[src/sv/vrfp_pkg.sv]
// shared types and constants of the variable record frame parser
`default_nettype none

package vrfp_pkg;

  typedef logic [7:0] byte_t;
  typedef logic [1:0] status_t;
  typedef logic [3:0] nib_t;

  // result status codes
  localparam status_t STATUS_RECORD   = 2'd0;
  localparam status_t STATUS_EMPTY    = 2'd1;
  localparam status_t STATUS_CSUM_ERR = 2'd2;
  localparam status_t STATUS_TOO_MANY = 2'd3;

  // configuration register indexes
  localparam int CFG_IDX_W = 1;
  localparam logic [CFG_IDX_W-1:0] CFG_FIRST_SYNC  = 1'd0;
  localparam logic [CFG_IDX_W-1:0] CFG_SECOND_SYNC = 1'd1;

  // sync reset values
  localparam byte_t FIRST_SYNC_RST  = 8'hFF;
  localparam byte_t SECOND_SYNC_RST = 8'hEE;

  // byte counter width, enough for fifteen records plus header and checksum
  localparam int CNT_W = 6;

endpackage

`default_nettype wire

[src/sv/vrfp_in_if.sv]
// received byte channel
`default_nettype none

interface vrfp_in_if;
  import vrfp_pkg::*;

  logic  valid;
  logic  ready;
  byte_t rx_byte;

  modport source (output valid, output rx_byte, input ready);
  modport sink   (input valid, input rx_byte, output ready);
endinterface

`default_nettype wire

[src/sv/vrfp_out_if.sv]
// parsed result channel
`default_nettype none

interface vrfp_out_if;
  import vrfp_pkg::*;

  logic    valid;
  logic    ready;
  status_t status;
  nib_t    record_count;
  nib_t    record_index;
  byte_t   class_code;
  byte_t   distance;
  byte_t   direction;
  byte_t   obj_width;
  logic    last;

  modport source (output valid, output status, output record_count, output record_index,
                  output class_code, output distance, output direction, output obj_width,
                  output last, input ready);
  modport sink   (input valid, input status, input record_count, input record_index,
                  input class_code, input distance, input direction, input obj_width,
                  input last, output ready);
endinterface

`default_nettype wire

[src/sv/variable_record_frame_parser_top.sv]
// Frame parser: one byte per request; header checks, checksum, then records replayed from store.
// Header and record bytes are taken whenever in_ready is high; in_ready drops while results are produced.
// After a good checksum byte each record is read (4 store reads through one read port) and waits
// for its output handshake; error and empty-frame results appear the cycle after their byte.
// Reset (synchronous, rst_n low) clears the byte count and running sum and restores sync bytes;
// the store is not cleared, only entries written for the current frame are ever read.
`default_nettype none

module variable_record_frame_parser_top #(
  parameter int MAX_RECORDS = 12
) (
  input  wire logic                              clk,
  input  wire logic                              rst_n,
  input  wire logic                              cfg_we,
  input  wire logic [vrfp_pkg::CFG_IDX_W-1:0]    cfg_index,
  input  wire vrfp_pkg::byte_t                   cfg_data,
  vrfp_in_if.sink                                in_chan,
  vrfp_out_if.source                             out_chan
);
  import vrfp_pkg::*;

  localparam int STORE_DEPTH = 4 * MAX_RECORDS;
  localparam int AW          = $clog2(STORE_DEPTH);

  localparam logic [1:0] S_RECV = 2'd0;
  localparam logic [1:0] S_READ = 2'd1;
  localparam logic [1:0] S_EMIT = 2'd2;

  logic [1:0]     state_r, state_nxt;
  logic [CNT_W-1:0] cnt_r, cnt_nxt;
  byte_t          sum_r, sum_nxt;
  byte_t          h0_r, h0_nxt, h1_r, h1_nxt, h2_r, h2_nxt;
  nib_t           k_r, k_nxt;
  logic [2:0]     ph_r, ph_nxt;
  byte_t          sync0_r, sync1_r;

  status_t        status_r, status_nxt;
  nib_t           count_r, count_nxt;
  nib_t           index_r, index_nxt;
  byte_t          class_r, class_nxt;
  byte_t          dist_r, dist_nxt;
  byte_t          dir_r, dir_nxt;
  byte_t          width_r, width_nxt;
  logic           last_r, last_nxt;

  logic           in_acc;
  byte_t          b;
  byte_t          sum_add;
  logic [6:0]     chk_pos;
  logic           st_we;
  logic [AW-1:0]  st_waddr;
  logic [AW-1:0]  st_raddr;
  byte_t          st_rdata;

  assign in_chan.ready = (state_r == S_RECV);
  assign in_acc        = in_chan.valid && (state_r == S_RECV);
  assign b             = in_chan.rx_byte;
  assign sum_add       = sum_r + b;
  assign chk_pos       = {1'b0, h2_r[3:0], 2'b00} + 7'd3;
  assign st_waddr      = AW'(cnt_r - CNT_W'(3));
  assign st_raddr      = AW'({k_r, ph_r[1:0]});

  vrfp_store #(
    .DEPTH (STORE_DEPTH),
    .AW    (AW)
  ) u_store (
    .clk     (clk),
    .wr_en   (st_we),
    .wr_addr (st_waddr),
    .wr_data (b),
    .rd_addr (st_raddr),
    .rd_data (st_rdata)
  );

  // sequencer and next values
  always_comb begin
    state_nxt  = state_r;
    cnt_nxt    = cnt_r;
    sum_nxt    = sum_r;
    h0_nxt     = h0_r;
    h1_nxt     = h1_r;
    h2_nxt     = h2_r;
    k_nxt      = k_r;
    ph_nxt     = ph_r;
    status_nxt = status_r;
    count_nxt  = count_r;
    index_nxt  = index_r;
    class_nxt  = class_r;
    dist_nxt   = dist_r;
    dir_nxt    = dir_r;
    width_nxt  = width_r;
    last_nxt   = last_r;
    st_we      = 1'b0;

    case (state_r)
      S_RECV: begin
        if (in_acc) begin
          if (cnt_r < CNT_W'(3)) begin
            // header bytes
            cnt_nxt = cnt_r + CNT_W'(1);
            sum_nxt = sum_add;
            if (cnt_r == CNT_W'(0)) begin
              h0_nxt = b;
            end else if (cnt_r == CNT_W'(1)) begin
              h1_nxt = b;
            end else if (h0_r != sync0_r || h1_r != sync1_r) begin
              // slide window by one byte
              sum_nxt = sum_add - h0_r;
              h0_nxt  = h1_r;
              h1_nxt  = b;
              cnt_nxt = CNT_W'(2);
            end else if (b > 8'(MAX_RECORDS)) begin
              // count too large
              status_nxt = STATUS_TOO_MANY;
              count_nxt  = (b > 8'd15) ? 4'hF : b[3:0];
              index_nxt  = 4'd0;
              class_nxt  = 8'd0;
              dist_nxt   = 8'd0;
              dir_nxt    = 8'd0;
              width_nxt  = 8'd0;
              last_nxt   = 1'b1;
              cnt_nxt    = '0;
              sum_nxt    = 8'd0;
              state_nxt  = S_EMIT;
            end else begin
              h2_nxt = b;
            end
          end else if ({1'b0, cnt_r} < chk_pos) begin
            // record byte
            st_we   = 1'b1;
            cnt_nxt = cnt_r + CNT_W'(1);
            sum_nxt = sum_add;
          end else begin
            // checksum byte
            cnt_nxt    = '0;
            sum_nxt    = 8'd0;
            count_nxt  = h2_r[3:0];
            index_nxt  = 4'd0;
            class_nxt  = 8'd0;
            dist_nxt   = 8'd0;
            dir_nxt    = 8'd0;
            width_nxt  = 8'd0;
            last_nxt   = 1'b1;
            if (sum_r != b) begin
              status_nxt = STATUS_CSUM_ERR;
              state_nxt  = S_EMIT;
            end else if (h2_r == 8'd0) begin
              status_nxt = STATUS_EMPTY;
              state_nxt  = S_EMIT;
            end else begin
              k_nxt     = 4'd0;
              ph_nxt    = 3'd0;
              state_nxt = S_READ;
            end
          end
        end
      end
      S_READ: begin
        // one store read per cycle, data lands in the following cycle
        ph_nxt = ph_r + 3'd1;
        case (ph_r)
          3'd1: class_nxt = st_rdata;
          3'd2: dist_nxt  = st_rdata;
          3'd3: dir_nxt   = st_rdata;
          3'd4: begin
            width_nxt  = st_rdata;
            status_nxt = STATUS_RECORD;
            count_nxt  = h2_r[3:0];
            index_nxt  = k_r;
            last_nxt   = ((k_r + 4'd1) == h2_r[3:0]);
            ph_nxt     = 3'd0;
            state_nxt  = S_EMIT;
          end
          default: ;
        endcase
      end
      S_EMIT: begin
        if (out_chan.ready) begin
          if (last_r) begin
            state_nxt = S_RECV;
          end else begin
            k_nxt     = k_r + 4'd1;
            ph_nxt    = 3'd0;
            state_nxt = S_READ;
          end
        end
      end
      default: state_nxt = S_RECV;
    endcase
  end

  // control registers
  always_ff @(posedge clk) begin
    if (!rst_n) begin
      state_r <= S_RECV;
      cnt_r   <= '0;
      sum_r   <= 8'd0;
      k_r     <= 4'd0;
      ph_r    <= 3'd0;
      sync0_r <= FIRST_SYNC_RST;
      sync1_r <= SECOND_SYNC_RST;
    end else begin
      state_r <= state_nxt;
      cnt_r   <= cnt_nxt;
      sum_r   <= sum_nxt;
      k_r     <= k_nxt;
      ph_r    <= ph_nxt;
      if (cfg_we && cfg_index == CFG_FIRST_SYNC) begin
        sync0_r <= cfg_data;
      end
      if (cfg_we && cfg_index == CFG_SECOND_SYNC) begin
        sync1_r <= cfg_data;
      end
    end
  end

  // header and result payload
  always_ff @(posedge clk) begin
    h0_r     <= h0_nxt;
    h1_r     <= h1_nxt;
    h2_r     <= h2_nxt;
    status_r <= status_nxt;
    count_r  <= count_nxt;
    index_r  <= index_nxt;
    class_r  <= class_nxt;
    dist_r   <= dist_nxt;
    dir_r    <= dir_nxt;
    width_r  <= width_nxt;
    last_r   <= last_nxt;
  end

  // result channel
  assign out_chan.valid        = (state_r == S_EMIT);
  assign out_chan.status       = status_r;
  assign out_chan.record_count = count_r;
  assign out_chan.record_index = index_r;
  assign out_chan.class_code   = class_r;
  assign out_chan.distance     = dist_r;
  assign out_chan.direction    = dir_r;
  assign out_chan.obj_width    = width_r;
  assign out_chan.last         = last_r;

endmodule

`default_nettype wire

[src/sv/vrfp_store.sv]
// record byte store, one write port and one registered read port
`default_nettype none

module vrfp_store #(
  parameter int DEPTH = 48,
  parameter int AW    = 6
) (
  input  wire logic           clk,
  input  wire logic           wr_en,
  input  wire logic [AW-1:0]  wr_addr,
  input  wire vrfp_pkg::byte_t wr_data,
  input  wire logic [AW-1:0]  rd_addr,
  output vrfp_pkg::byte_t     rd_data
);
  import vrfp_pkg::*;

  byte_t mem [DEPTH];
  byte_t rd_data_r;

  // write port
  always_ff @(posedge clk) begin
    if (wr_en) begin
      mem[wr_addr] <= wr_data;
    end
  end

  // registered read
  always_ff @(posedge clk) begin
    rd_data_r <= mem[rd_addr];
  end

  assign rd_data = rd_data_r;

endmodule

`default_nettype wire
[src/flat_wrapper.sv]
// flat-port wrapper written by rule: the top's interface ports become plain ports
module variable_record_frame_parser_top_flat import vrfp_pkg::*;
#(
  parameter int MAX_RECORDS = 12
)
  (clk, rst_n, cfg_we, cfg_index, cfg_data, in_chan_valid, in_chan_rx_byte, in_chan_ready, out_chan_valid, out_chan_status, out_chan_record_count, out_chan_record_index, out_chan_class_code, out_chan_distance, out_chan_direction, out_chan_obj_width, out_chan_last, out_chan_ready);
  vrfp_in_if in_chan_i ();
  vrfp_out_if out_chan_i ();
  input  wire logic clk;
  input  wire logic rst_n;
  input  wire logic cfg_we;
  input  wire logic [vrfp_pkg::CFG_IDX_W-1:0] cfg_index;
  input  wire vrfp_pkg::byte_t cfg_data;
  input wire logic [$bits(in_chan_i.valid)-1:0] in_chan_valid;
  input wire logic [$bits(in_chan_i.rx_byte)-1:0] in_chan_rx_byte;
  output wire logic [$bits(in_chan_i.ready)-1:0] in_chan_ready;
  output wire logic [$bits(out_chan_i.valid)-1:0] out_chan_valid;
  output wire logic [$bits(out_chan_i.status)-1:0] out_chan_status;
  output wire logic [$bits(out_chan_i.record_count)-1:0] out_chan_record_count;
  output wire logic [$bits(out_chan_i.record_index)-1:0] out_chan_record_index;
  output wire logic [$bits(out_chan_i.class_code)-1:0] out_chan_class_code;
  output wire logic [$bits(out_chan_i.distance)-1:0] out_chan_distance;
  output wire logic [$bits(out_chan_i.direction)-1:0] out_chan_direction;
  output wire logic [$bits(out_chan_i.obj_width)-1:0] out_chan_obj_width;
  output wire logic [$bits(out_chan_i.last)-1:0] out_chan_last;
  input wire logic [$bits(out_chan_i.ready)-1:0] out_chan_ready;
  assign in_chan_i.valid = in_chan_valid;
  assign in_chan_i.rx_byte = in_chan_rx_byte;
  assign in_chan_ready = in_chan_i.ready;
  assign out_chan_valid = out_chan_i.valid;
  assign out_chan_status = out_chan_i.status;
  assign out_chan_record_count = out_chan_i.record_count;
  assign out_chan_record_index = out_chan_i.record_index;
  assign out_chan_class_code = out_chan_i.class_code;
  assign out_chan_distance = out_chan_i.distance;
  assign out_chan_direction = out_chan_i.direction;
  assign out_chan_obj_width = out_chan_i.obj_width;
  assign out_chan_last = out_chan_i.last;
  assign out_chan_i.ready = out_chan_ready;
  variable_record_frame_parser_top #(.MAX_RECORDS(MAX_RECORDS)) u_core (.clk(clk), .rst_n(rst_n), .cfg_we(cfg_we), .cfg_index(cfg_index), .cfg_data(cfg_data), .in_chan(in_chan_i), .out_chan(out_chan_i));
endmodule
[config.mk]
export PLATFORM = sky130hd
export DESIGN_NAME = variable_record_frame_parser_top_flat
export DESIGN_NICKNAME = d
export VERILOG_FILES = /design/src/sv/vrfp_pkg.sv /design/src/sv/vrfp_in_if.sv /design/src/sv/vrfp_out_if.sv /design/src/sv/variable_record_frame_parser_top.sv /design/src/sv/vrfp_store.sv /design/src/flat_wrapper.sv
export SDC_FILE = /design/constraint.sdc
export NUM_CORES = 1
export LEC_CHECK = 0
export BUFFER_PORTS_ARGS = -buffer_cell sky130_fd_sc_hd__clkbuf_2
export CORE_MARGIN = 2
export CORE_UTILIZATION = 48
export CTS_CLUSTER_DIAMETER = 100
export DETAILED_ROUTE_END_ITERATION = 16
export PLACE_DENSITY = 0.75
export SKIP_CTS_REPAIR_TIMING = 1
export SLEW_MARGIN = 0
export SYNTH_ARGS = -nofsm -noshare
export SYNTH_HDL_FRONTEND = slang
export SYNTH_HIERARCHICAL = 1
export SYNTH_SLANG_ARGS = --single-unit
[constraint.sdc]
create_clock -name clk -period 5.3 [get_ports clk]
set_clock_uncertainty 0.05 [all_clocks]
set_input_delay 1.06 -clock clk [delete_from_list [all_inputs] [get_ports clk]]
set_output_delay 1.06 -clock clk [all_outputs]
set_load 0.02 [all_outputs]
### Yosys cells after proc, flatten, opt, wreduce, memory -nomap -nowiden

Memories as Yosys holds them, arrays and structs flattened. A register that Yosys moved wholly into a read port is not among the register bits.
Index checks and enable logic that the tools add are counted.

| storage, ports and cells | value |
|---|---|
| output and inout port bits | 45 |
| logic and storage cells | 195 |
| memories | 1 |
| input port bits | 22 |
| memory bits (writable) | 384 |
| flip-flop bits (word level) | 106 |

| cells by class | value |
|---|---|
| multiplexer cells | 107 |
| magnitude comparators | 4 |
| reductions and logical operators | 24 |
| $add $sub $neg | 7 |
| equality and inequality tests | 29 |
| bitwise logic cells | 5 |

Memory list:

| name | words | bits a word | rd ports | clocked after memory_dff | write ports | RTL line | RTL |
|---|---|---|---|---|---|---|---|
| u_core.u_store.mem | 48 | 8 | 1 | 1 | 1 | vrfp_store.sv:17 | `byte_t mem [DEPTH];` |

Operator list:

| kind | number |
|---|---|
| 8-bit two-way mux | 22 |
| 4-bit two-way mux | 24 |
| 8-bit case mux with 2 select lines | 4 |
| 8-bit AND reduction | 7 |
| 2-bit two-way mux | 21 |
| 6-bit two-way mux | 6 |
| 3-bit two-way mux | 8 |
| 8-bit != test | 3 |
| 4-bit case mux with 2 select lines | 3 |
| 8-bit by 4-bit > comparator with 1-bit output (second input constant) | 2 |
| 2-bit != test (second input constant) | 8 |
| 1-bit two-way mux | 15 |
| 3-bit != test (second input constant) | 4 |
| 5-bit AND reduction | 2 |
| 3-bit case mux with 3 select lines | 1 |
| 9-bit AND reduction | 1 |
| 8-bit adder | 1 |
| 8-bit logical NOT | 1 |
| 2-bit by 1-bit != test with 1-bit output (second input constant) | 4 |
| 2-bit nonzero test | 4 |
| 8-bit subtractor | 1 |
| 6-bit by 2-bit adder with 7-bit output (second input constant) | 1 |
| 6-bit by 7-bit less-than comparator with 1-bit output | 1 |
| 7-bit AND reduction | 1 |
| 24 further kinds | 31 |

### Logic depth before layout (Yosys ltp)

Gate-level depths: netlist (run 1).

| depth | value |
|---|---|
| depth in word-level cells | 9 |
| gate-level depth with buffers | 13 |
| depth with buffers taken out | 13 |

### By module

The synthesis (run 1) kept the hierarchy.

By module, submodules not included:

| module | area an instance (um2) | cells each | instances |
|---|---|---|---|
| vrfp_store | 15334.7 | 790 | 1 |
| variable_record_frame_parser_top | 5357.6 | 500 | 1 |

### Worst setup path after synthesis (run 1)

OpenSTA, ideal clock, no wires.

| path | value |
|---|---|
| path type | input -> register |
| from | in in_chan_rx_byte[0] |
| to | reg u_core.sum_r[6] |
| data required time | 5181 ps |
| stages | 11 |
| library setup time | 69 ps |
| slack | 1658 ps |
| arrival | 3523 ps |
| cell sequence | ha_1 -> fa_1 -> a21o_1 -> a211oi_1 -> o21bai_1 -> xor2_1 -> ha_1 -> or4b_2 -> o2111ai_1 -> a22oi_1 -> o21ai_1 |

| on the way | value |
|---|---|
| cells in the longest elaborated chain, start to end | 6 |
| elaborated cells on any way between the ends | 9 |
| classes of those cells | add/sub (2); order compare (1); mux (6) |

RTL lines:

| what | RTL line | RTL |
|---|---|---|
| from (decl) | flat_wrapper.sv:15 | `input wire logic [$bits(in_chan_i.rx_byte)-1:0] in_chan_rx_byte;` |
| 8-bit adder or 8-bit by 4-bit > comparator with 1-bit output (tied branches) | variable_record_frame_parser_top.sv:58, variable_record_frame_parser_top.sv:112 |  |
| 8-bit subtractor or 8-bit two-way mux (tied branches) | variable_record_frame_parser_top.sv:108, variable_record_frame_parser_top.sv:112 |  |
| 8-bit two-way mux | variable_record_frame_parser_top.sv:106 | `end else if (h0_r != sync0_r \|\| h1_r != sync1_r) begin` |
| 8-bit two-way mux | variable_record_frame_parser_top.sv:104 | `end else if (cnt_r == CNT_W'(1)) begin` |
| 8-bit two-way mux | variable_record_frame_parser_top.sv:102 | `if (cnt_r == CNT_W'(0)) begin` |
| 8-bit two-way mux * | variable_record_frame_parser_top.sv:98 | `if (cnt_r < CNT_W'(3)) begin` |
| to (signal assigned) | variable_record_frame_parser_top.sv:205 | `sum_r <= sum_nxt;` |
| to (decl) | variable_record_frame_parser_top.sv:31 | `byte_t sum_r, sum_nxt;` |

Every way passes the cells marked *; elsewhere a longest branch is shown, timed or not.
A chain may end at the register's enable or synchronous reset.

### Final worst setup path (run 1)

| path | value |
|---|---|
| from | reg u_core.h2_r[3] |
| to | mem u_core/u_store/mem[37][2] (netlist bit), enable pin |

| on the way | value |
|---|---|
| cells in the longest elaborated chain, start to end | 8 |

RTL lines:

| what | RTL line | RTL |
|---|---|---|
| from (decl) | variable_record_frame_parser_top.sv:32 | `byte_t h0_r, h0_nxt, h1_r, h1_nxt, h2_r, h2_nxt;` |
| from (signal assigned) | variable_record_frame_parser_top.sv:221 | `h2_r <= h2_nxt;` |
| 6-bit by 2-bit adder with 7-bit output | variable_record_frame_parser_top.sv:59 | `assign chk_pos = {1'b0, h2_r[3:0], 2'b00} + 7'd3;` |
| 6-bit by 7-bit less-than comparator with 1-bit output | variable_record_frame_parser_top.sv:128 | `end else if ({1'b0, cnt_r} < chk_pos) begin` |
| 1-bit two-way mux | variable_record_frame_parser_top.sv:128 |  |
| 1-bit two-way mux | variable_record_frame_parser_top.sv:98 |  |
| 1-bit two-way mux | variable_record_frame_parser_top.sv:97 | `if (in_acc) begin` |
| 1-bit two-way mux | variable_record_frame_parser_top.sv:95 | `case (state_r)` |
| named net u_core.st_we | variable_record_frame_parser_top.sv:50 | `logic st_we;` |
| 1-bit two-way mux | vrfp_store.sv:22 | `if (wr_en) begin` |
| 1-bit two-way mux (not written as such) | vrfp_store.sv:23 | `mem[wr_addr] <= wr_data;` |
| to (decl) | vrfp_store.sv:17 |  |

The timed path passes the listed nets, and every way through them passes these cells.

==> summary.md, run 1 <==
| Metric | Value |
|---|---|
| Status | `finished, final reports clean` |
| # DRC | `0` |
| First-pass GRT wire length | `between 60 and 70 mm` |
| PD cells | `between 300 and 400 nW/um^2` |
| Grt ovf | `0` |
| Ys flop type | `edfxtp_1` |
| Setup CP Type | `reg -> reg` |
| Fill cell count | `around 3300` |
| Tmin final | `around 4000 ps` |
| Final core utilization | `a little over half` |
| Total iterations of the first detailed-routing run | `5` |
| Port Buffer Count | `66` |
| Pleak | `around 0.0074 uW` |
| Register-to-register setup slack | `about 1300 ps` |
| Syn Area/Cell | `16.0 um^2` |
| Post-DRT Antenna Nets | `0` |
| Worst rel slew slack | `between 10% and 20%` |
| Total Routing Usage GR | `21.0%` |
| Initial antenna violation count | `1` |
| Startpoint class of the critical path | `register` |
| Synth unique cells | `70` |
| Synth Instances | `~1300` |
| Die span in x | `212 um` |
| CP max FO | `8` |
| Final hold vios | `0` |
| Sequential share of the synthesized area | `between 60% and 70%` |
| Wirelength, routed | `around 47 mm` |
| Ranking of synthesized cells by area | `edfxtp_1 (65%), mux2i_1 (6.2%), dfxtp_1 (4.5%)` |
| Max Slew Vio Count | `0` |
| Drt wl/cell | `roughly 24 um` |
| Max Root-Sink Buffers | `3` |
| Final Setup Violations | `0` |
| Share of the synthesized area in the top cell type | `~65%` |
| Yosys warns | `6` |
| Fin crit share | `75.1%` |
| Required time of the worst setup path | `about 5500 ps` |
| Final GP Congestion | `0.917` |
| Htree depth | `2` |
| # nets final | `1419` |
| Largest area contributor in the netlist | `edfxtp_1` |
| VDD IR max | `246 uV` |
| Post-synth EDFFs | `approximately 450` |
| Inserted Diodes | `0` |
| Largest net degree at the start of global routing | `83` |
| 1st-iter DRT viols | `1325` |
| Die H | `~210 um` |
| CP endpoint kind | `register` |
| Share of cells above drive strength 1 | `between 10% and 20%` |
| Clock sinks | `498` |
| Area delta synth->final | `11.8%` |
| Die area | `44800 um^2` |
| FFs w/ async S/R, synth | `0%` |
| Synth Net Count | `1341` |
| Vias in the first global route | `approximately 11000` |
| DR vias/cell | `5.98` |
| Vias | `between 10000 and 15000` |
| I/O pins | `67` |
| Achievable clock frequency | `approximately 250 MHz` |
| Worst-Skew Late Latency | `~600 ps` |
| Max-cap violations | `0` |
| # rows | `76` |
| Hold Crit Class | `reg -> reg` |
| Final Total Pwr | `about 8500 uW` |
| Core area | `approximately 43000 um^2` |
| Mapped cell area | `about 21000 um^2` |
| #FFs+latches synth | `about 500` |
| Slew @ Worst Pin | `1270 ps` |
| Total CTS buffers | `~50` |
| RSZ-0062 raised after global routing | `no` |
| HPWL Detailed | `around 29 mm` |
| Setup TNS Final | `0 ps` |
| CTS tree | `yes` |
| Clock-pin transition on the worst setup and hold timing paths | `approximately 60 ps` |
| Crit path arrival time | `between 4000 and 5000 ps` |
| CTS root buf | `clkbuf_16` |
| Initial Util | `48.4%` |
==> cell type report <==
| class | count | area [um^2] | area share (%) |
|---|---|---|---|
| clock buffers | 61 | 1300 | 5.63 |
| inverters | 27 | 101 | 0.438 |
| repair buffers | 90 | 523 | 2.26 |
| clock inverters | 30 | 273 | 1.18 |
| well taps | 546 | 683 | 2.95 |
| flip-flops and latches | 498 | 14500 | 62.6 |
| multi-input cells | 702 | 5760 | 24.9 |
==> metrics by stage <==
stage	cell area [um^2]	setup WS, ps	cells	hold slack (ps)
floorplan	20700	1660	1290	374
global placement	21600	1360	1863	398
detailed placement	21600	1240	1863	404
CTS	23100	1380	1954	413
global route	23100	1160	1954	442
finish	23100	1320	1954	411
==> power breakdown <==
part | switching [uW] | internal [uW] | leakage, uW | total [uW]
registers | 34.8 | 4320 | 0.00444 | 4360
logic | 425 | 275 | 0.00216 | 701
clock network | 1460 | 1950 | 0.000771 | 3410
total | 1920 | 6540 | 0.00737 | 8460
==> cell families (layout without fill, tap and decap cells) <==
group,count (synthesis),count (layout),share of synthesized area [%]
multiplexers,176,176,11.0
AO/OA/AOI/OAI,199,199,7.07
adder cells (fa/ha/maj),29,29,1.83
AND/OR/NAND/NOR,260,260,6.24
buffers and inverters,90,208,2.21
flip-flops,498,498,70.0
XOR/XNOR,38,38,1.67
==> cells in the mapped netlist (all sizes together) (3+ instances only) <==
master / count
nand2: 75
dfxtp: 47
and2: 17
clkbuf: 24
or3: 4
a21oi: 45
xor2: 26
nand3: 30
o2111ai: 3
nor4: 9
a31oi: 5
o211ai: 3
edfxtp: 451
xnor2: 11
o41ai: 11
nand3b: 3
o21a: 4
nor2b: 7
a22o: 16
and3: 4
a221oi: 17
buf: 39
nor2: 71
inv: 27
a21o: 5
nor3: 12
mux2: 8
o21ai: 20
mux2i: 128
a22oi: 40
mux4: 40
ha: 27
a211oi: 5
nand2b: 11
nand4: 6
o22ai: 13
==> layer usage <==
layer	routed length (um)	GRT usage, %
met5	56	0.890
met4	1520	8.45
met3	3360	3.17
met2	22700	34.1
met1	19100	28.4
==> cell usage in the layout (no fill, tap or decap), types with 5 or more instances in the layout <==
| cell type | count |
|---|---|
| buf_4 | 23 |
| a22oi_1 | 40 |
| clkinv_2 | 11 |
| inv_1 | 27 |
| nor3_1 | 12 |
| nor2_1 | 70 |
| dfxtp_1 | 46 |
| clkbuf_2 | 66 |
| edfxtp_1 | 451 |
| nand2b_1 | 10 |
| nor2b_1 | 5 |
| xor2_1 | 26 |
| clkbuf_16 | 50 |
| a22o_1 | 16 |
| clkinv_1 | 10 |
| mux2i_1 | 128 |
| o21ai_1 | 5 |
| o21ai_0 | 14 |
| mux2_2 | 8 |
| mux4_2 | 40 |
| xnor2_1 | 11 |
| a221oi_1 | 17 |
| a21oi_1 | 45 |
| a31oi_1 | 5 |
| o22ai_1 | 13 |
| a21o_1 | 5 |
| and2_1 | 16 |
| nor4_1 | 8 |
| nand3_1 | 30 |
| ha_1 | 27 |
| nand2_1 | 75 |
| o41ai_2 | 8 |
| clkbuf_1 | 10 |
| nand4_1 | 6 |
==> flip-flops by register name, indices dropped and copies added, names as in the netlist, 2 cells and up <==
register,flops
u_core/out_chan.class_code,8
u_core/cnt_r,6
u_core/h1_r,8
u_core/state_r,2
u_core/sum_r,8
u_core/out_chan.status,2
u_core/out_chan.distance,8
u_core/out_chan.record_index,4
u_core/out_chan.direction,8
u_core/h0_r,8
u_core/k_r,4
u_core/u_store/mem,384
u_core/sync1_r,8
u_core/h2_r,8
u_core/out_chan.record_count,4
u_core/sync0_r,8
u_core/out_chan.obj_width,8
u_core/ph_r,3
u_core/u_store/rd_data,8
==> path summary, 6_finish.rpt <==
path,from,end,cells past startpoint
max,u_core/h2_r[3],u_core/u_store/mem[37][2],8
min,u_core/sum_r[5],u_core/sum_r[5],2
max reg2reg,u_core/h2_r[3],u_core/u_store/mem[37][2],8
min reg2reg,u_core/sum_r[5],u_core/sum_r[5],2
==> worst max-delay path, cell delays in order, from the launching register on <==
cell      delay, ps
edfxtp_1        420
inv_1           100
ha_1            240
a21oi_1         570
nand2_1         130
nor3_1          690
nor2b_1         340
nand3_1         380
nor2_1          690
(Power assumes the default switching activity.)
==> run 2, diff against run 1 <==
--- a/config.mk
+++ b/config.mk
@@ -10,7 +10,7 @@
 export CORE_UTILIZATION = 48
 export CTS_CLUSTER_DIAMETER = 100
 export DETAILED_ROUTE_END_ITERATION = 16
-export PLACE_DENSITY = 0.75
+export PLACE_DENSITY = 0.78
 export SKIP_CTS_REPAIR_TIMING = 1
 export SLEW_MARGIN = 0
 export SYNTH_ARGS = -nofsm -noshare
==> constraint.sdc (replaced) <==
create_clock -name clk -period 3.2 [get_ports clk]
set_clock_uncertainty 0.05 [all_clocks]
set_input_delay 0.64 -clock clk [delete_from_list [all_inputs] [get_ports clk]]
set_output_delay 0.64 -clock clk [all_outputs]
set_load 0.02 [all_outputs]
==> summary.md, run 2 (synthesized netlist as in run 1, its figures left out) <==
| Metric | Value |
|---|---|
| Register Area | `about 14000 um^2` |
| Largest stage delay on the critical path | `650 ps` |
| Final GP Congestion | `about 0.96` |
| Die span in x | `around 210 um` |
| # DRC | `0` |
| Hold_sp | `cfg_data[1]` |
| Total iterations of the first detailed-routing run | `5` |
| Multi-input logic area | `slightly below 6000 um^2` |
| Crit path arrival time | `3520 ps` |
| Wirelength, routed | `47.6 mm` |
| Internal power | `11200 uW` |
| Initial Util | `about half` |
| HPWL Detailed | `just over 30 mm` |
| Vias in the first global route | `~12000` |
| Setup CP Type | `reg -> reg` |
| VDD IR max | `400 uV` |
| Clock sinks | `498` |
| Total Routing Usage GR | `21.7%` |
| DR vias/cell | `5.84` |
| Pleak | `roughly 0.0079 uW` |
| Slew @ Worst Pin | `about 960 ps` |
| RSZ-0062 raised after global routing | `no` |
| Max Slew Vio Count | `0` |
| Switching Share | `21.9%` |
| Die area | `around 45000 um^2` |
| Die H | `around 210 um` |
| CP endpoint kind | `register` |
| # nets final | `between 1500 and 2000` |
| Drt wl/cell | `approximately 23 um` |
| PD cells | `approximately 600 nW/um^2` |
| Fill cell count | `3270` |
| Worst-Skew Late Latency | `just under 600 ps` |
| Commonest non-fill, non-tap cell in the layout | `edfxtp_1` |
| Largest net degree at the start of global routing | `54` |
| Tmin final | `between 3000 and 4000 ps` |
| Area delta synth->final | `15.8%` |
| Max-cap violations | `0` |
| Setup TNS Final | `0 ps` |
| Sequential share of power | `50.5%` |
| CP max FO | `2` |
| Clock network power share | `about two fifths` |
| Max Root-Sink Buffers | `3` |
| Initial antenna violation count | `1` |
| I/O pins | `67` |
| Design area | `24000 um^2` |
| First-pass GRT wire length | `a little over 70 mm` |
| Share of cells above drive strength 1 | `~22%` |
| 1st-iter DRT viols | `around 1300` |
| Hold WS | `~240 ps` |
| Final hold vios | `0` |
| Comb power frac | `under 10%` |
| Net Switching | `~3100 uW` |
| Startpoint class of the critical path | `register` |
| Fin crit share | `between 90 and 100%` |
| CTS tree | `yes` |
| Worst rel slew slack | `around 36%` |
| Grt ovf | `0` |
| Final Setup Violations | `0` |
| Max reg flops | `between 300 and 400` |
| Status | `finished, final reports clean` |
| CTS root buf | `clkbuf_16` |
| RR Startpoint | `u_core/sum_r[0]` |
| Reg with most FFs | `u_core/u_store/mem` |
| Htree depth | `2` |
| Crit-path cells | `ha_1, fa_2, a21o_1, a211oi_1, o21bai_1, xor2_1, ha_1, or4b_2, o2111ai_1, a22oi_1, o21ai_1` |
| Post-DRT Antenna Nets | `0` |
| CP max stage cell | `or4b_2` |
| Clock-pin transition on the worst setup and hold timing paths | `60 ps` |
| Total CTS buffers | `48` |
| CP startpoint | `u_core/sum_r[0]` |
| # rows | `76` |
| Final core utilization | `56.0%` |
| Port Buffer Count | `66` |
| Core area | `roughly 43000 um^2` |
| Most frequent CP cell | `ha_1` |
| Post-DP Area | `between 20000 and 25000 um^2` |
| Vias | `roughly 12000` |
| Hold Crit Class | `in -> reg` |
| Required time of the worst setup path | `between 3000 and 4000 ps` |
| Achievable clock frequency | `~330 MHz` |
| Most frequent cells in the layout | `edfxtp_1 (451), mux2i_1 (128), buf_4 (119), nand2_1 (75), nor2_1 (70)` |
-- run 2: cell count changes in the layout (fill, tap and decap cells not counted), moves of 2 or more --
cell,previous run,this run
buf_12,1,3
buf_4,23,119
bufinv_16,4,6
clkbuf_1,10,14
clkbuf_8,1,4
clkinv_1,10,6
clkinv_2,11,4
diode_2,0,2
-- run 2: critical path: cells and delay by family, from the launching register on --
kind / cells / cell delay [ps]
AOI/OAI and AO/OA: 6 / 910
adders and majority gates: 3 / 850
and+or+nand+nor: 1 / 650
DFF: 1 / 310
xor gates and xnor gates: 1 / 230
-- run 2: worst paths after layout --
kind	endpoint	slack, ps	cells after the start
max	u_core/sum_r[6]	150	11
min	u_core/sync0_r[1]	240	3
max reg2reg	u_core/sum_r[6]	150	11
min reg2reg	u_core/sum_r[0]	410	2
-- run 2: power groups by stage --
stage / clock network [uW] / logic [uW] / registers, uW
2_1_floorplan: 0 / 814 / 7340
3_3_place_gp: 0 / 1250 / 7350
3_5_place_dp: 0 / 1280 / 7350
4_1_cts: 5860 / 1280 / 7210
5_1_grt: 6100 / 1430 / 7220
6_report: 5780 / 1290 / 7210
-- run 2: final cells by class --
cell class | count | share of cell area (%)
clock buffer | 68 | 5.60
clock inverter | 21 | 1.22
antenna | 2 | 0.0209
inverter | 27 | 0.423
tap | 546 | 2.85
multi-input combinational | 702 | 24.1
timing repair buffer | 188 | 5.36
sequential | 498 | 60.5
-- run 2: metal layers --
layer,GRT usage (%),share of wire [%]
met1,28.3,40
met4,10.4,4.4
met2,35.9,49
met3,3.10,6.5
met5,0,0
-- run 2: stage by stage --
stage	cells	worst slack (ps)	power (uW)
final	2052	150	14300
after global routing	2050	47.8	14700
after CTS	2050	159	14400
after detailed placement	1961	-354	8630
after global placement	1961	-300	8600
after floorplan	1290	26.7	8150
==> run 3, diff against run 2 <==
--- a/config.mk
+++ b/config.mk
@@ -8,10 +8,10 @@
 export BUFFER_PORTS_ARGS = -buffer_cell sky130_fd_sc_hd__clkbuf_2
 export CORE_MARGIN = 2
 export CORE_UTILIZATION = 48
-export CTS_CLUSTER_DIAMETER = 100
 export DETAILED_ROUTE_END_ITERATION = 16
-export PLACE_DENSITY = 0.78
+export PLACE_DENSITY = 0.67
 export SKIP_CTS_REPAIR_TIMING = 1
+export SKIP_LAST_GASP = 1
 export SLEW_MARGIN = 0
 export SYNTH_ARGS = -nofsm -noshare
 export SYNTH_HDL_FRONTEND = slang
==> summary.md, run 3 (synthesized netlist as in run 1, its figures left out) <==
| Metric | Value |
|---|---|
| Status | `finished, final reports clean` |
| First-pass GRT wire length | `72.5 mm` |
| Clock network power share | `between 30% and 40%` |
| DP Worst Slack | `-336 ps` |
| 1st-iter DRT viols | `about 1200` |
| Startpoint class of the critical path | `register` |
| Final hold vios | `0` |
| Share of cells above drive strength 1 | `around 22%` |
| Initial Util | `roughly half` |
| Total Routing Usage GR | `about 22%` |
| Final core utilization | `between 50% and 60%` |
| Core area | `between 40000 and 50000 um^2` |
| Post-DP Area | `around 22000 um^2` |
| Final worst slack | `between 100 and 150 ps` |
| # rows | `between 70 and 80` |
| Commonest non-fill, non-tap cell in the layout | `edfxtp_1` |
| Achievable clock frequency | `about 330 MHz` |
| Comb power frac | `approximately 9.2%` |
| Initial antenna violation count | `2` |
| Max-cap violations | `0` |
| Grt ovf | `0` |
| Wirelength, routed | `roughly 49 mm` |
| Fin crit share | `a little over nine tenths` |
| Final Total Pwr | `~14000 uW` |
| GR Util met2 | `about 36%` |
| Vias in the first global route | `11800` |
| Final GP Congestion | `around 0.85` |
| Die area | `about 45000 um^2` |
| Internal power | `11000 uW` |
| Clock sinks | `~500` |
| Die H | `212 um` |
| Slew @ Worst Pin | `about 1100 ps` |
| RSZ-0062 raised after global routing | `yes` |
| Die span in x | `approximately 210 um` |
| DR vias/cell | `roughly 5.8` |
| Total CTS buffers | `slightly above 50` |
| Total iterations of the first detailed-routing run | `5` |
| Pleak | `0.00790 uW` |
| Hold Crit Class | `in -> reg` |
| Vias | `roughly 12000` |
| Final Setup Violations | `0` |
| Tmin final | `between 3000 and 4000 ps` |
| HPWL Detailed | `31.3 mm` |
| CP endpoint kind | `register` |
| # nets final | `about 1500` |
| Met3 GRT Util | `about 3.2%` |
| Sequential share of power | `51.1%` |
| PD cells | `590 nW/um^2` |
| Worst-Skew Late Latency | `~600 ps` |
| GR Util met1 | `around 30%` |
| Worst rel slew slack | `about 29%` |
| Net Switching | `3160 uW` |
| Post-DRT Antenna Nets | `0` |
| Reg with most FFs | `u_core/u_store/mem` |
| Max Root-Sink Buffers | `3` |
| Crit path arrival time | `between 3000 and 4000 ps` |
| VDD IR max | `~380 uV` |
| I/O pins | `67` |
| Max reg flops | `384` |
| CP max FO | `2` |
| Htree depth | `2` |
| Layer with the highest usage | `met2` |
| Max Slew Vio Count | `0` |
| Largest net degree at the start of global routing | `54` |
| Required time of the worst setup path | `3670 ps` |
| # DRC | `0` |
| CTS root buf | `clkbuf_16` |
| Clock-pin transition on the worst setup and hold timing paths | `~60 ps` |
| CTS tree | `yes` |
| Fill cell count | `3354` |
| Drt wl/cell | `approximately 24 um` |
| Area delta synth->final | `15.7%` |
| Most frequent cells in the layout | `edfxtp_1 (451), mux2i_1 (128), buf_4 (125), nand2_1 (75), nor2_1 (70)` |
| Port Buffer Count | `66` |
| Switching Share | `approximately 22%` |
| Setup CP Type | `reg -> reg` |
| Design area | `about 24000 um^2` |
-- run 3: cell types whose count changed in the layout (fill, tap and decap cells not counted), sizes merged --
cell	before	now
clkinv	12	9
bufinv	6	1
inv	27	29
diode	2	1
buf	122	128
clkbuf	134	148
clkinvlp	3	1
-- run 3: layout make-up --
cell class | instances | area, um^2 | area share (%)
flip-flops and latches | 498 | 14500 | 60.5
inverters | 27 | 101 | 0.423
diodes | 1 | 2.50 | 0.0105
well taps | 546 | 683 | 2.85
clock inverters | 13 | 106 | 0.444
multi-input cells | 702 | 5770 | 24.1
clock buffers | 82 | 1460 | 6.11
repair buffers | 194 | 1330 | 5.55
-- run 3: per-layer routing --
| layer | part of all wire [%] | wire (um) |
|---|---|---|
| met5 | 0 | 0 |
| met4 | 3.1 | 1500 |
| met3 | 5.8 | 2820 |
| met2 | 49 | 23700 |
| met1 | 42 | 20700 |
-- run 3: final timing paths --
kind                         from  cells past startpoint  slack (ps)                end
setup reg to reg  u_core/sum_r[0]                     11         140    u_core/sum_r[6]
hold reg to reg   u_core/sum_r[2]                      2         410    u_core/sum_r[2]
hold / removal        cfg_data[2]                      3         230  u_core/sync0_r[2]
setup / recovery  u_core/sum_r[0]                     11         140    u_core/sum_r[6]
-- run 3: worst max-delay path, stage by stage (launching register included) --
cell and delay, ps:
dfxtp_1 340, ha_1 220, fa_2 350, a21o_1 190, a211oi_2 210, o21bai_1 100, xor2_1 250, ha_1 290
or4b_2 630, o2111ai_1 120, a22oi_1 100, o21ai_1 130
-- run 3: power groups by stage --
stage               Combinational [uW]  Clock [uW]  Sequential (uW)
floorplan                          814           0             7340
global placement                  1260           0             7350
detailed placement                1280           0             7350
CTS                               1290        5710             7220
global route                      1440        5960             7220
finish                            1290        5600             7220
-- run 3: through the flow --
step / hold slack [ps] / instances / TNS [ps]
after global placement: 395 / 1967 / -638
final: 233 / 2063 / 0
after CTS: 204 / 2062 / 0
after floorplan: 374 / 1290 / 0
after detailed placement: 390 / 1967 / -755
after global routing: 222 / 2062 / -60.3
